$ cat src/design/wcb_pkg.sv
// Shared types, constants and command/result codes for the write-combining buffer.
// No dependencies; imported by wcb_ram users, wcb_ctrl and write_combining_buffer.
package wcb_pkg;

  localparam int ENTRIES       = 8;
  localparam int BLOCK_BYTES   = 8192;
  localparam int FILE_TAG_BITS = 16;

  localparam int IDX_W  = $clog2(ENTRIES);
  localparam int SCAN_W = $clog2(ENTRIES + 1);
  localparam int OFF_W  = $clog2(BLOCK_BYTES);
  localparam int CNT_W  = OFF_W + 1;
  localparam int TAG_W  = 16;
  localparam int ADDR_W = 32;
  localparam int LEN_W  = 14;
  localparam int TIME_W = 32;
  localparam int TMO_W  = 16;

  localparam logic [CNT_W-1:0]  UNEVEN_MASK   = CNT_W'(11'o3777);
  localparam logic [CNT_W:0]    BLOCK_END     = (CNT_W + 1)'(BLOCK_BYTES);
  localparam logic [TMO_W-1:0]  TIMEOUT_RESET = TMO_W'(5);

  localparam logic [2:0] CMD_WRITE    = 3'd0;
  localparam logic [2:0] CMD_READ     = 3'd1;
  localparam logic [2:0] CMD_TICK     = 3'd2;
  localparam logic [2:0] CMD_SYNC     = 3'd3;
  localparam logic [2:0] CMD_DISCARD  = 3'd4;
  localparam logic [2:0] CMD_SYNC_ALL = 3'd5;

  localparam logic [2:0] KIND_WRITE_OUT = 3'd0;
  localparam logic [2:0] KIND_ACK       = 3'd1;
  localparam logic [2:0] KIND_READ_HIT  = 3'd2;
  localparam logic [2:0] KIND_READ_MISS = 3'd3;
  localparam logic [2:0] KIND_DONE      = 3'd4;

  typedef enum logic [3:0] {
    S_IDLE, S_DISP, S_VOUT, S_WUPD, S_WOUT, S_ACK,
    S_RDEC, S_RMISS, S_SCAN, S_SDEC, S_DONE
  } state_t;

  typedef struct packed {
    logic [2:0]        kind;
    logic [TAG_W-1:0]  file;
    logic [ADDR_W-1:0] addr;
    logic [LEN_W-1:0]  count;
    logic              clean;
    logic              more;
    logic              last;
  } result_t;

  typedef struct packed {
    logic [OFF_W-1:0]  start;
    logic [CNT_W-1:0]  count;
    logic [TIME_W-1:0] deadline;
  } meta_t;

  localparam int META_W = $bits(meta_t);

endpackage

$ cat src/design/wcb_ram.sv
// Generic single-write, single-read synchronous RAM with registered read data.
// No dependencies.
module wcb_ram #(
  parameter int WIDTH = 8,
  parameter int DEPTH = 8
) (
  input  logic                     clk,
  input  logic                     we,
  input  logic [$clog2(DEPTH)-1:0] waddr,
  input  logic [WIDTH-1:0]         wdata,
  input  logic                     re,
  input  logic [$clog2(DEPTH)-1:0] raddr,
  output logic [WIDTH-1:0]         rdata
);

  logic [WIDTH-1:0] mem [DEPTH];

  always_ff @(posedge clk) begin
    if (we) begin
      mem[waddr] <= wdata;
    end
    if (re) begin
      rdata <= mem[raddr];
    end
  end

endmodule

$ cat src/design/wcb_ctrl.sv
// Command sequencer: entry tags in flops, entry metadata in a wcb_ram instance,
// read-modify-write and scan over entries. Depends on wcb_pkg and wcb_ram.
module wcb_ctrl (
  input  logic                          clk,
  input  logic                          rst_n,
  input  logic                          cmd_valid,
  output logic                          cmd_ready,
  input  logic [2:0]                    cmd,
  input  logic [wcb_pkg::TAG_W-1:0]     file_tag,
  input  logic [wcb_pkg::ADDR_W-1:0]    byte_offset,
  input  logic [wcb_pkg::LEN_W-1:0]     byte_length,
  input  logic [wcb_pkg::TIME_W-1:0]    now_time,
  input  logic [wcb_pkg::TMO_W-1:0]     flush_timeout,
  output logic                          res_valid,
  input  logic                          res_ready,
  output wcb_pkg::result_t              res
);
  import wcb_pkg::*;

  state_t state_r, state_nxt;

  logic [2:0]               cmd_r;
  logic [FILE_TAG_BITS-1:0] file_r;
  logic [ADDR_W-1:0]        base_r;
  logic [OFF_W-1:0]         boff_r;
  logic [CNT_W-1:0]         len_r;
  logic [LEN_W-1:0]         rawlen_r;
  logic [TIME_W-1:0]        now_r;

  logic                     valid_r  [ENTRIES];
  logic [FILE_TAG_BITS-1:0] efile_r  [ENTRIES];
  logic [ADDR_W-1:0]        ebase_r  [ENTRIES];
  logic                     uneven_r [ENTRIES];

  logic [IDX_W-1:0]  cur_r, cur_nxt;
  logic [IDX_W-1:0]  ptr_r;
  logic              new_r, new_nxt;
  logic [SCAN_W-1:0] idx_r, idx_nxt;
  logic              more_r, more_nxt;
  logic [OFF_W-1:0]  nstart_r, nstart_nxt;
  logic [CNT_W-1:0]  ncount_r, ncount_nxt;
  logic [CNT_W-1:0]  ack_r, ack_nxt;

  logic              ram_re, ram_we;
  logic [IDX_W-1:0]  ram_raddr;
  meta_t             ram_wdata, rdata;

  logic              clr_one, install, ptr_adv;
  logic [ENTRIES-1:0] clr_mask;

  logic [ENTRIES-1:0] hit_vec, free_vec, uneven_vec, cand_vec, scan_vec, same_vec;
  logic [IDX_W-1:0]   hit_idx, cand_idx, scan_idx;
  logic               clean;

  logic [CNT_W-1:0]  room, len_clamp;
  logic [OFF_W-1:0]  old_start, up_start;
  logic [CNT_W-1:0]  old_count, up_count, rd_diff, rd_len;
  logic              full;

  wcb_ram #(.WIDTH(META_W), .DEPTH(ENTRIES)) u_meta (
    .clk   (clk),
    .we    (ram_we),
    .waddr (cur_r),
    .wdata (ram_wdata),
    .re    (ram_re),
    .raddr (ram_raddr),
    .rdata (rdata)
  );

  assign room      = CNT_W'(BLOCK_BYTES) - CNT_W'(byte_offset[OFF_W-1:0]);
  assign len_clamp = (32'(byte_length) > 32'(room)) ? room : CNT_W'(byte_length);

  always_comb begin
    hit_idx  = '0;
    cand_idx = '0;
    scan_idx = '0;
    for (int i = 0; i < ENTRIES; i++) begin
      hit_vec[i]    = valid_r[i] && efile_r[i] == file_r && ebase_r[i] == base_r;
      free_vec[i]   = !valid_r[i];
      uneven_vec[i] = valid_r[i] && uneven_r[i];
      cand_vec[i]   = free_vec[i] || uneven_vec[i];
      scan_vec[i]   = valid_r[i] && (cmd_r != CMD_SYNC || efile_r[i] == file_r) &&
                      SCAN_W'(i) >= idx_r;
      same_vec[i]   = valid_r[i] && efile_r[i] == efile_r[cur_r] && IDX_W'(i) != cur_r;
    end
    for (int i = ENTRIES - 1; i >= 0; i--) begin
      if (hit_vec[i])  hit_idx  = IDX_W'(i);
      if (cand_vec[i]) cand_idx = IDX_W'(i);
      if (scan_vec[i]) scan_idx = IDX_W'(i);
    end
    clean = (same_vec == '0);
  end

  assign old_start = new_r ? boff_r : rdata.start;
  assign old_count = new_r ? '0 : rdata.count;
  assign up_start  = (boff_r < old_start) ? boff_r : old_start;
  assign up_count  = (CNT_W'(boff_r) >= old_count) ? old_count + len_r
                                                   : CNT_W'(boff_r) + len_r;
  assign full      = ((CNT_W + 1)'(up_start) + (CNT_W + 1)'(up_count)) == BLOCK_END;
  assign rd_diff   = (rdata.count > CNT_W'(boff_r)) ? rdata.count - CNT_W'(boff_r) : '0;
  assign rd_len    = (32'(rd_diff) > 32'(rawlen_r)) ? CNT_W'(rawlen_r) : rd_diff;

  always_comb begin
    state_nxt  = state_r;
    cmd_ready  = 1'b0;
    res_valid  = 1'b0;
    res        = '0;
    ram_re     = 1'b0;
    ram_raddr  = cur_r;
    ram_we     = 1'b0;
    ram_wdata  = '0;
    clr_one    = 1'b0;
    clr_mask   = '0;
    install    = 1'b0;
    ptr_adv    = 1'b0;
    cur_nxt    = cur_r;
    new_nxt    = new_r;
    idx_nxt    = idx_r;
    more_nxt   = more_r;
    nstart_nxt = nstart_r;
    ncount_nxt = ncount_r;
    ack_nxt    = ack_r;
    unique case (state_r)
      S_IDLE: begin
        cmd_ready = 1'b1;
        if (cmd_valid) begin
          idx_nxt   = '0;
          more_nxt  = 1'b0;
          state_nxt = S_DISP;
        end
      end
      S_DISP: begin
        case (cmd_r)
          CMD_WRITE: begin
            if (hit_vec != '0) begin
              cur_nxt   = hit_idx;
              new_nxt   = 1'b0;
              ram_re    = 1'b1;
              ram_raddr = hit_idx;
              state_nxt = S_WUPD;
            end else if (cand_vec != '0) begin
              cur_nxt = cand_idx;
              if (free_vec[cand_idx]) begin
                new_nxt   = 1'b1;
                state_nxt = S_WUPD;
              end else begin
                ram_re    = 1'b1;
                ram_raddr = cand_idx;
                state_nxt = S_VOUT;
              end
            end else begin
              cur_nxt   = ptr_r;
              ram_re    = 1'b1;
              ram_raddr = ptr_r;
              ptr_adv   = 1'b1;
              state_nxt = S_VOUT;
            end
          end
          CMD_READ: begin
            if (hit_vec != '0) begin
              cur_nxt   = hit_idx;
              ram_re    = 1'b1;
              ram_raddr = hit_idx;
              state_nxt = S_RDEC;
            end else begin
              state_nxt = S_RMISS;
            end
          end
          CMD_TICK, CMD_SYNC, CMD_SYNC_ALL: state_nxt = S_SCAN;
          CMD_DISCARD: begin
            for (int i = 0; i < ENTRIES; i++) begin
              clr_mask[i] = valid_r[i] && efile_r[i] == file_r;
            end
            state_nxt = S_DONE;
          end
          default: state_nxt = S_DONE;
        endcase
      end
      S_VOUT: begin
        new_nxt = 1'b1;
        if (rdata.count == '0) begin
          clr_one   = 1'b1;
          state_nxt = S_WUPD;
        end else begin
          res_valid = 1'b1;
          res.kind  = KIND_WRITE_OUT;
          res.file  = TAG_W'(efile_r[cur_r]);
          res.addr  = ebase_r[cur_r] + ADDR_W'(rdata.start);
          res.count = LEN_W'(rdata.count);
          res.clean = clean;
          if (res_ready) begin
            clr_one   = 1'b1;
            state_nxt = S_WUPD;
          end
        end
      end
      S_WUPD: begin
        install    = 1'b1;
        nstart_nxt = up_start;
        ncount_nxt = up_count;
        if (full) begin
          ack_nxt   = up_count;
          state_nxt = S_WOUT;
        end else begin
          ram_we             = 1'b1;
          ram_wdata.start    = up_start;
          ram_wdata.count    = up_count;
          ram_wdata.deadline = now_r + TIME_W'(flush_timeout);
          ack_nxt            = len_r;
          state_nxt          = S_ACK;
        end
      end
      S_WOUT: begin
        res_valid = 1'b1;
        res.kind  = KIND_WRITE_OUT;
        res.file  = TAG_W'(efile_r[cur_r]);
        res.addr  = ebase_r[cur_r] + ADDR_W'(nstart_r);
        res.count = LEN_W'(ncount_r);
        res.clean = clean;
        if (res_ready) begin
          clr_one   = 1'b1;
          state_nxt = S_ACK;
        end
      end
      S_ACK: begin
        res_valid = 1'b1;
        res.kind  = KIND_ACK;
        res.count = LEN_W'(ack_r);
        res.last  = 1'b1;
        if (res_ready) state_nxt = S_IDLE;
      end
      S_RDEC: begin
        if (rdata.start != '0) begin
          if (rdata.count == '0) begin
            clr_one   = 1'b1;
            state_nxt = S_RMISS;
          end else begin
            res_valid = 1'b1;
            res.kind  = KIND_WRITE_OUT;
            res.file  = TAG_W'(efile_r[cur_r]);
            res.addr  = ebase_r[cur_r] + ADDR_W'(rdata.start);
            res.count = LEN_W'(rdata.count);
            res.clean = clean;
            if (res_ready) begin
              clr_one   = 1'b1;
              state_nxt = S_RMISS;
            end
          end
        end else begin
          res_valid = 1'b1;
          res.kind  = KIND_READ_HIT;
          res.count = LEN_W'(rd_len);
          res.last  = 1'b1;
          if (res_ready) state_nxt = S_IDLE;
        end
      end
      S_RMISS: begin
        res_valid = 1'b1;
        res.kind  = KIND_READ_MISS;
        res.last  = 1'b1;
        if (res_ready) state_nxt = S_IDLE;
      end
      S_SCAN: begin
        if (scan_vec != '0) begin
          cur_nxt   = scan_idx;
          ram_re    = 1'b1;
          ram_raddr = scan_idx;
          idx_nxt   = SCAN_W'(scan_idx) + SCAN_W'(1);
          state_nxt = S_SDEC;
        end else begin
          state_nxt = S_DONE;
        end
      end
      S_SDEC: begin
        if (cmd_r == CMD_TICK && !(rdata.deadline < now_r)) begin
          more_nxt  = 1'b1;
          state_nxt = S_SCAN;
        end else if (rdata.count == '0) begin
          clr_one   = 1'b1;
          state_nxt = S_SCAN;
        end else begin
          res_valid = 1'b1;
          res.kind  = KIND_WRITE_OUT;
          res.file  = TAG_W'(efile_r[cur_r]);
          res.addr  = ebase_r[cur_r] + ADDR_W'(rdata.start);
          res.count = LEN_W'(rdata.count);
          res.clean = clean;
          if (res_ready) begin
            clr_one   = 1'b1;
            state_nxt = S_SCAN;
          end
        end
      end
      S_DONE: begin
        res_valid = 1'b1;
        res.kind  = KIND_DONE;
        res.more  = (cmd_r == CMD_TICK) && more_r;
        res.last  = 1'b1;
        if (res_ready) state_nxt = S_IDLE;
      end
      default: state_nxt = S_IDLE;
    endcase
  end

  always_ff @(posedge clk) begin
    if (!rst_n) begin
      state_r <= S_IDLE;
      ptr_r   <= '0;
      for (int i = 0; i < ENTRIES; i++) begin
        valid_r[i] <= 1'b0;
      end
    end else begin
      state_r <= state_nxt;
      if (ptr_adv) begin
        ptr_r <= (ptr_r == IDX_W'(ENTRIES - 1)) ? '0 : ptr_r + IDX_W'(1);
      end
      for (int i = 0; i < ENTRIES; i++) begin
        if (clr_mask[i] || (clr_one && cur_r == IDX_W'(i))) begin
          valid_r[i] <= 1'b0;
        end else if (install && cur_r == IDX_W'(i)) begin
          valid_r[i] <= 1'b1;
        end
      end
    end
  end

  always_ff @(posedge clk) begin
    cur_r    <= cur_nxt;
    new_r    <= new_nxt;
    idx_r    <= idx_nxt;
    more_r   <= more_nxt;
    nstart_r <= nstart_nxt;
    ncount_r <= ncount_nxt;
    ack_r    <= ack_nxt;
    if (cmd_ready && cmd_valid) begin
      cmd_r    <= cmd;
      file_r   <= file_tag[FILE_TAG_BITS-1:0];
      base_r   <= {byte_offset[ADDR_W-1:OFF_W], OFF_W'(0)};
      boff_r   <= byte_offset[OFF_W-1:0];
      len_r    <= len_clamp;
      rawlen_r <= byte_length;
      now_r    <= now_time;
    end
    if (install) begin
      efile_r[cur_r]  <= file_r;
      ebase_r[cur_r]  <= base_r;
      uneven_r[cur_r] <= (up_count & UNEVEN_MASK) != '0;
    end
  end

endmodule

$ cat src/design/write_combining_buffer.sv
// Top level of the write-combining buffer: stream ports, timeout register, result register.
// Depends on wcb_pkg and wcb_ctrl.
//
// Usage: commands arrive on the in_ stream (tuser = command, tdata = file tag, byte
// offset, byte length, current time). Each command yields one or more results on the
// out_ stream (tuser = kind, tdata = file, address, count, clean, more pending); the
// final result of a command carries out_tlast. Write-outs come before the closing
// ack, miss or done.
// One command is handled at a time. A tick, file sync or sync-all visits the valid
// entries, up to all eight, one by one (a file sync only those of its file), reading
// each entry's metadata from the RAM before it decides on that entry.
// The next command is accepted once the current one has handed its last result to the
// output register, even while that result still waits to be taken.
// A stalled receiver holds the result register and halts the sequencer at its next result.
// Reset empties all entries, clears the round-robin pointer and sets the flush
// timeout to 5 ticks; cfg_ writes are taken whenever presented and belong between
// commands, while nothing is in flight.
module write_combining_buffer (
  input  logic        clk,
  input  logic        rst_n,
  input  logic        in_tvalid,
  output logic        in_tready,
  input  logic [95:0] in_tdata,   // file_tag[15:0], byte_offset[47:16], byte_length[61:48],
                                  // now_time[93:62], zero[95:94]
  input  logic [2:0]  in_tuser,   // cmd[2:0]
  output logic        out_tvalid,
  input  logic        out_tready,
  output logic [63:0] out_tdata,  // out_file[15:0], out_address[47:16], out_count[61:48],
                                  // file_clean[62], more_pending[63]
  output logic [2:0]  out_tuser,  // kind[2:0]
  output logic        out_tlast,
  input  logic        cfg_valid,
  output logic        cfg_ready,
  input  logic [15:0] cfg_data
);
  import wcb_pkg::*;

  logic [TMO_W-1:0] timeout_r;
  logic             out_valid_r;
  result_t          out_r;
  logic             res_valid, res_ready;
  result_t          res;

  assign cfg_ready = 1'b1;
  assign res_ready = !out_valid_r || out_tready;

  wcb_ctrl u_ctrl (
    .clk           (clk),
    .rst_n         (rst_n),
    .cmd_valid     (in_tvalid),
    .cmd_ready     (in_tready),
    .cmd           (in_tuser),
    .file_tag      (in_tdata[15:0]),
    .byte_offset   (in_tdata[47:16]),
    .byte_length   (in_tdata[61:48]),
    .now_time      (in_tdata[93:62]),
    .flush_timeout (timeout_r),
    .res_valid     (res_valid),
    .res_ready     (res_ready),
    .res           (res)
  );

  always_ff @(posedge clk) begin
    if (!rst_n) begin
      timeout_r   <= TIMEOUT_RESET;
      out_valid_r <= 1'b0;
    end else begin
      if (cfg_valid && cfg_ready) begin
        timeout_r <= cfg_data;
      end
      if (res_ready) begin
        out_valid_r <= res_valid;
      end
    end
  end

  always_ff @(posedge clk) begin
    if (res_ready && res_valid) begin
      out_r <= res;
    end
  end

  assign out_tvalid = out_valid_r;
  assign out_tuser  = out_r.kind;
  assign out_tlast  = out_r.last;
  assign out_tdata  = {out_r.more, out_r.clean, out_r.count, out_r.addr, out_r.file};

  a_one_cmd: assert property (@(posedge clk) disable iff (!rst_n)
    (in_tvalid && in_tready) |=> !in_tready)
    else $error("command accepted while another is in progress");

  a_wo_not_last: assert property (@(posedge clk) disable iff (!rst_n)
    (out_tvalid && out_tuser == KIND_WRITE_OUT) |-> !out_tlast)
    else $error("write-out marked as final result");

  a_more_on_done: assert property (@(posedge clk) disable iff (!rst_n)
    (out_tvalid && out_tdata[63]) |-> (out_tuser == KIND_DONE && out_tlast))
    else $error("more pending outside a done result");

endmodule
$ cat config.mk
export PLATFORM = sky130hd
export DESIGN_NAME = write_combining_buffer
export DESIGN_NICKNAME = d
export VERILOG_FILES = /design/src/design/wcb_pkg.sv /design/src/design/wcb_ram.sv /design/src/design/wcb_ctrl.sv /design/src/design/write_combining_buffer.sv
export SDC_FILE = /design/constraint.sdc
export NUM_CORES = 2
export LEC_CHECK = 0
export ABC_CLOCK_PERIOD_IN_PS = 16360
export BUFFER_PORTS_ARGS = -buffer_cell sky130_fd_sc_hd__clkbuf_2
export CAP_MARGIN = 20
export CORE_ASPECT_RATIO = 0.75
export CORE_MARGIN = 5
export CORE_UTILIZATION = 25
export CTS_BUF_LIST = sky130_fd_sc_hd__clkbuf_8
export CTS_CLUSTER_DIAMETER = 40
export DETAILED_ROUTE_END_ITERATION = 8
export GPL_ROUTABILITY_DRIVEN = 1
export HOLD_SLACK_MARGIN = 0.06
export PLACE_DENSITY = 0.46
export SLEW_MARGIN = 20
export SYNTH_ARGS = -nofsm -noshare
export SYNTH_HDL_FRONTEND = slang
export SYNTH_SLANG_ARGS = --single-unit
$ cat constraint.sdc
create_clock -name clk -period 16.36 [get_ports clk]
set_clock_uncertainty 0.1 [all_clocks]
set_input_delay 3.272 -clock clk [delete_from_list [all_inputs] [get_ports clk]]
set_output_delay 3.272 -clock clk [all_outputs]
set_load 0.02 [all_outputs]
==> results.py <==
metrics = {
    "run_status": {
        "status": "complete, no violations",
    },
    "grt": {
        "grt.overflow.total": 0,
        "track_usage_pct": 14.3,
        "grt_max_degree": 60,
        "antenna_found_initial": 10,
        "grt_pass1_wl_um": 234000,
        "grt_pass1_vias": 32353,
    },
    "setup_path": {
        "crit_slowest_cell": "nor2_4",
        "cp-end-kind": "flop",
        "path_common_cell": "a21o_1",
        "ff2ff_setup_slack_ns": 6.54,
        "cp_max_fo": 39,
        "worstPathArrival_ns": 10.20,
        "required_ns": 16.74,
        "path_class": "reg -> reg",
        "crit_path_max_incr_delay_ns": 0.85,
        "startpoint_type": "flop",
        "r2r_cells": 33,
    },
    "clock_tree": {
        "ctsHoldBuffers": 0,
        "clock_path_buffers": 4,
        "cts_made_buffers": 211,
        "post-cts-setup-buffer-count": 0,
        "cts_tree": "done",
        "cts_resized": 0,
        "cts.clk_slew.worst_paths_ns": 0.06,
        "cts_sinks": 1083,
        "root_buffer": "clkbuf_8",
        "cts-htree-levels": 4,
        "clk_latency_ns": 0.93,
    },
    "layout": {
        "nets": 4248,
        "fin_area_sq_um": 61200,
        "areaGrowthSynthToFinish_pct": 15.9,
        "drive_above_1_share_pct": 19.0,
        "fin_util_pct": 29.1,
    },
    "floorplan": {
        "die_w_um": 541,
        "core-area_sq_um": 211000,
        "num_rows": 146,
        "initial_core_util_pct": 25.1,
        "die-area_sq_um": 221000,
        "chipHeight_um": 408,
        "boundaryPins": 191,
    },
    "routing": {
        "dr.pass1.iters": 5,
        "wire_per_inst_um": 23.4,
        "drt-initial-drc-count": 2917,
        "wirelength_um": 163000,
        "final_antenna_net_count": 0,
        "drcViolationCount": 0,
        "viasPerCell": 4.65,
        "num_vias": 32358,
    },
    "sta": {
        "timing.final.max_slew_violations": 0,
        "hold_viol": 0,
        "whs_ns": 0.377,
        "rsz0062_at_grt": "false",
        "min_period_over_period_pct": 60.0,
        "layout_min_cycle_time_ns": 9.82,
        "maxSlewHeadroom_pct": 17.9,
        "final-setup-viol-count": 0,
        "tightestPinTransition_ns": 1.22,
        "timing.fmax_ghz": 0.102,
        "fin_tns_setup_ns": 0,
    },
    "synth": {
        "yosys_warnings": 0,
        "syn_inst": 3673,
        "async_flop_share_pct": 0,
        "synthTopCellsByArea": "edfxtp_1 60%, xnor2_1 5.4%, mux2i_1 4.5%",
        "ys_ff_latch": 1083,
        "yosysSeqAreaShare_pct": 61.1,
        "ys.flop_type": "edfxtp_1",
        "syn_nets": 3940,
        "synth_top_area_cell": "edfxtp_1",
        "synth_most_common_cell": "edfxtp_1",
        "synth_edf_count": 1056,
        "synth_top_cell_area_share_pct": 60.0,
        "netlist_area_sq_um": 52800,
        "synth.distinct_cells": 97,
        "syn_avg_cell_area_sq_um": 14.4,
        "synthTopCellsByCount": "1056 x edfxtp_1, 326 x xnor2_1, 242 x nor2_1",
    },
    "place": {
        "port_buffers": 187,
        "gp_congestion": 0.838,
        "placed_cell_area_sq_um": 56900,
        "dpl.hpwl_um": 106000,
    },
    "worst_hold_path": {
        "hold_class": "reg -> reg",
        "whs_path_depth": 2,
    },
    "power": {
        "power.leakage_nw": 20.9,
        "power_mw": 11.1,
        "ir_worst_vdd_mv": 0.123,
        "p_per_area_nw_per_um2": 181,
    },
    "job": {
        "cap_violations": 0,
    },
}
## cell type report
class / count / area, sq um
Multi-Input combinational cell: 2297 / 19200
Clock inverter: 150 / 1260
Inverter: 128 / 480
Fill cell: 21235 / 149000
Antenna cell: 5 / 12.5
Sequential cell: 1083 / 32300
Timing Repair Buffer: 260 / 1500
Tap cell: 2812 / 3520
Clock buffer: 218 / 3000
## per-layer routing
metal  track usage (%)  wire length (um)  up-vias
li1                  -                 -    14721
met1              22.0             80700    16333
met2              20.2             67200     1077
met3              3.17             11400      227
met4              3.51              3710        0
met5                 0                 0        -
## cells by family (layout without fill, tap and decap cells)
| kind of cell | count (synthesis) | after routing | share of synthesized area (%) |
|---|---|---|---|
| flip-flops | 1083 | 1083 | 61.1 |
| AND/OR/NAND/NOR | 767 | 767 | 7.48 |
| AO/OA/AOI/OAI | 511 | 511 | 7.59 |
| XOR/XNOR | 465 | 465 | 7.71 |
| multiplexers | 406 | 406 | 9.65 |
| buffers and inverters | 293 | 756 | 2.97 |
| adder cells (fa/ha/maj) | 147 | 147 | 3.54 |
| other | 1 | 6 | 0.00710 |
## worst paths after layout
path | from | endpoint
worst max-delay path | u_ctrl.new_r$_DFFE_PP_ | u_ctrl.u_meta.mem[5][56]$_DFFE_PP_
worst min-delay path | timeout_r[0]$_SDFFE_PN1P_ | timeout_r[0]$_SDFFE_PN1P_
worst max register to register | u_ctrl.new_r$_DFFE_PP_ | u_ctrl.u_meta.mem[5][56]$_DFFE_PP_
worst min register to register | timeout_r[0]$_SDFFE_PN1P_ | timeout_r[0]$_SDFFE_PN1P_
## layout by cell type (no fill, tap or decap), drive strengths merged, types with 46 or more instances in the layout
master	synthesis	final
xor2	139	139
xnor2	326	326
a22o	74	74
nand2	98	98
nand3	46	46
a211oi	68	68
edfxtp	1056	1056
mux2	89	89
nor3	59	59
clkbuf	72	405
mux2i	247	247
nand4	117	117
buf	93	73
mux4	70	70
clkinv	1	64
o21ai	71	71
nor2	244	244
a21oi	89	89
inv	127	175
ha	143	143
## stage by stage
| step | worst slack (ns) | std cells |
|---|---|---|
| floorplan | 5.05 | 3673 |
| global placement | 6.65 | 6579 |
| detailed placement | 6.69 | 6579 |
| CTS | 6.65 | 6947 |
| global route | 5.89 | 6951 |
| finish | 6.54 | 6953 |
## flip-flops by register name, summed over array words and instances (netlist names), 19 cells and up, named ones only
name / flops
out_tdata: 64
u_ctrl.base_r: 19
u_ctrl.ebase_r: 152
u_ctrl.efile_r: 128
u_ctrl.now_r: 32
u_ctrl.u_meta.mem: 472
u_ctrl.u_meta.rdata: 59
## critical path, delay by kind of cell (launching register included)
kind,cells,cell delay (ns)
fa+ha+maj,4,1.24
simple gates,4,1.61
xor+xnor,1,0.46
flops,1,0.38
compound gates,19,3.55
buf+inv,4,1.64
mux,1,0.38
## power breakdown
part | internal (mW) | switching (mW)
clock network | 1.57 | 1.23
logic | 1.67 | 2.67
registers | 3.55 | 0.421
total | 6.79 | 4.32
(Power assumes the default switching activity.)
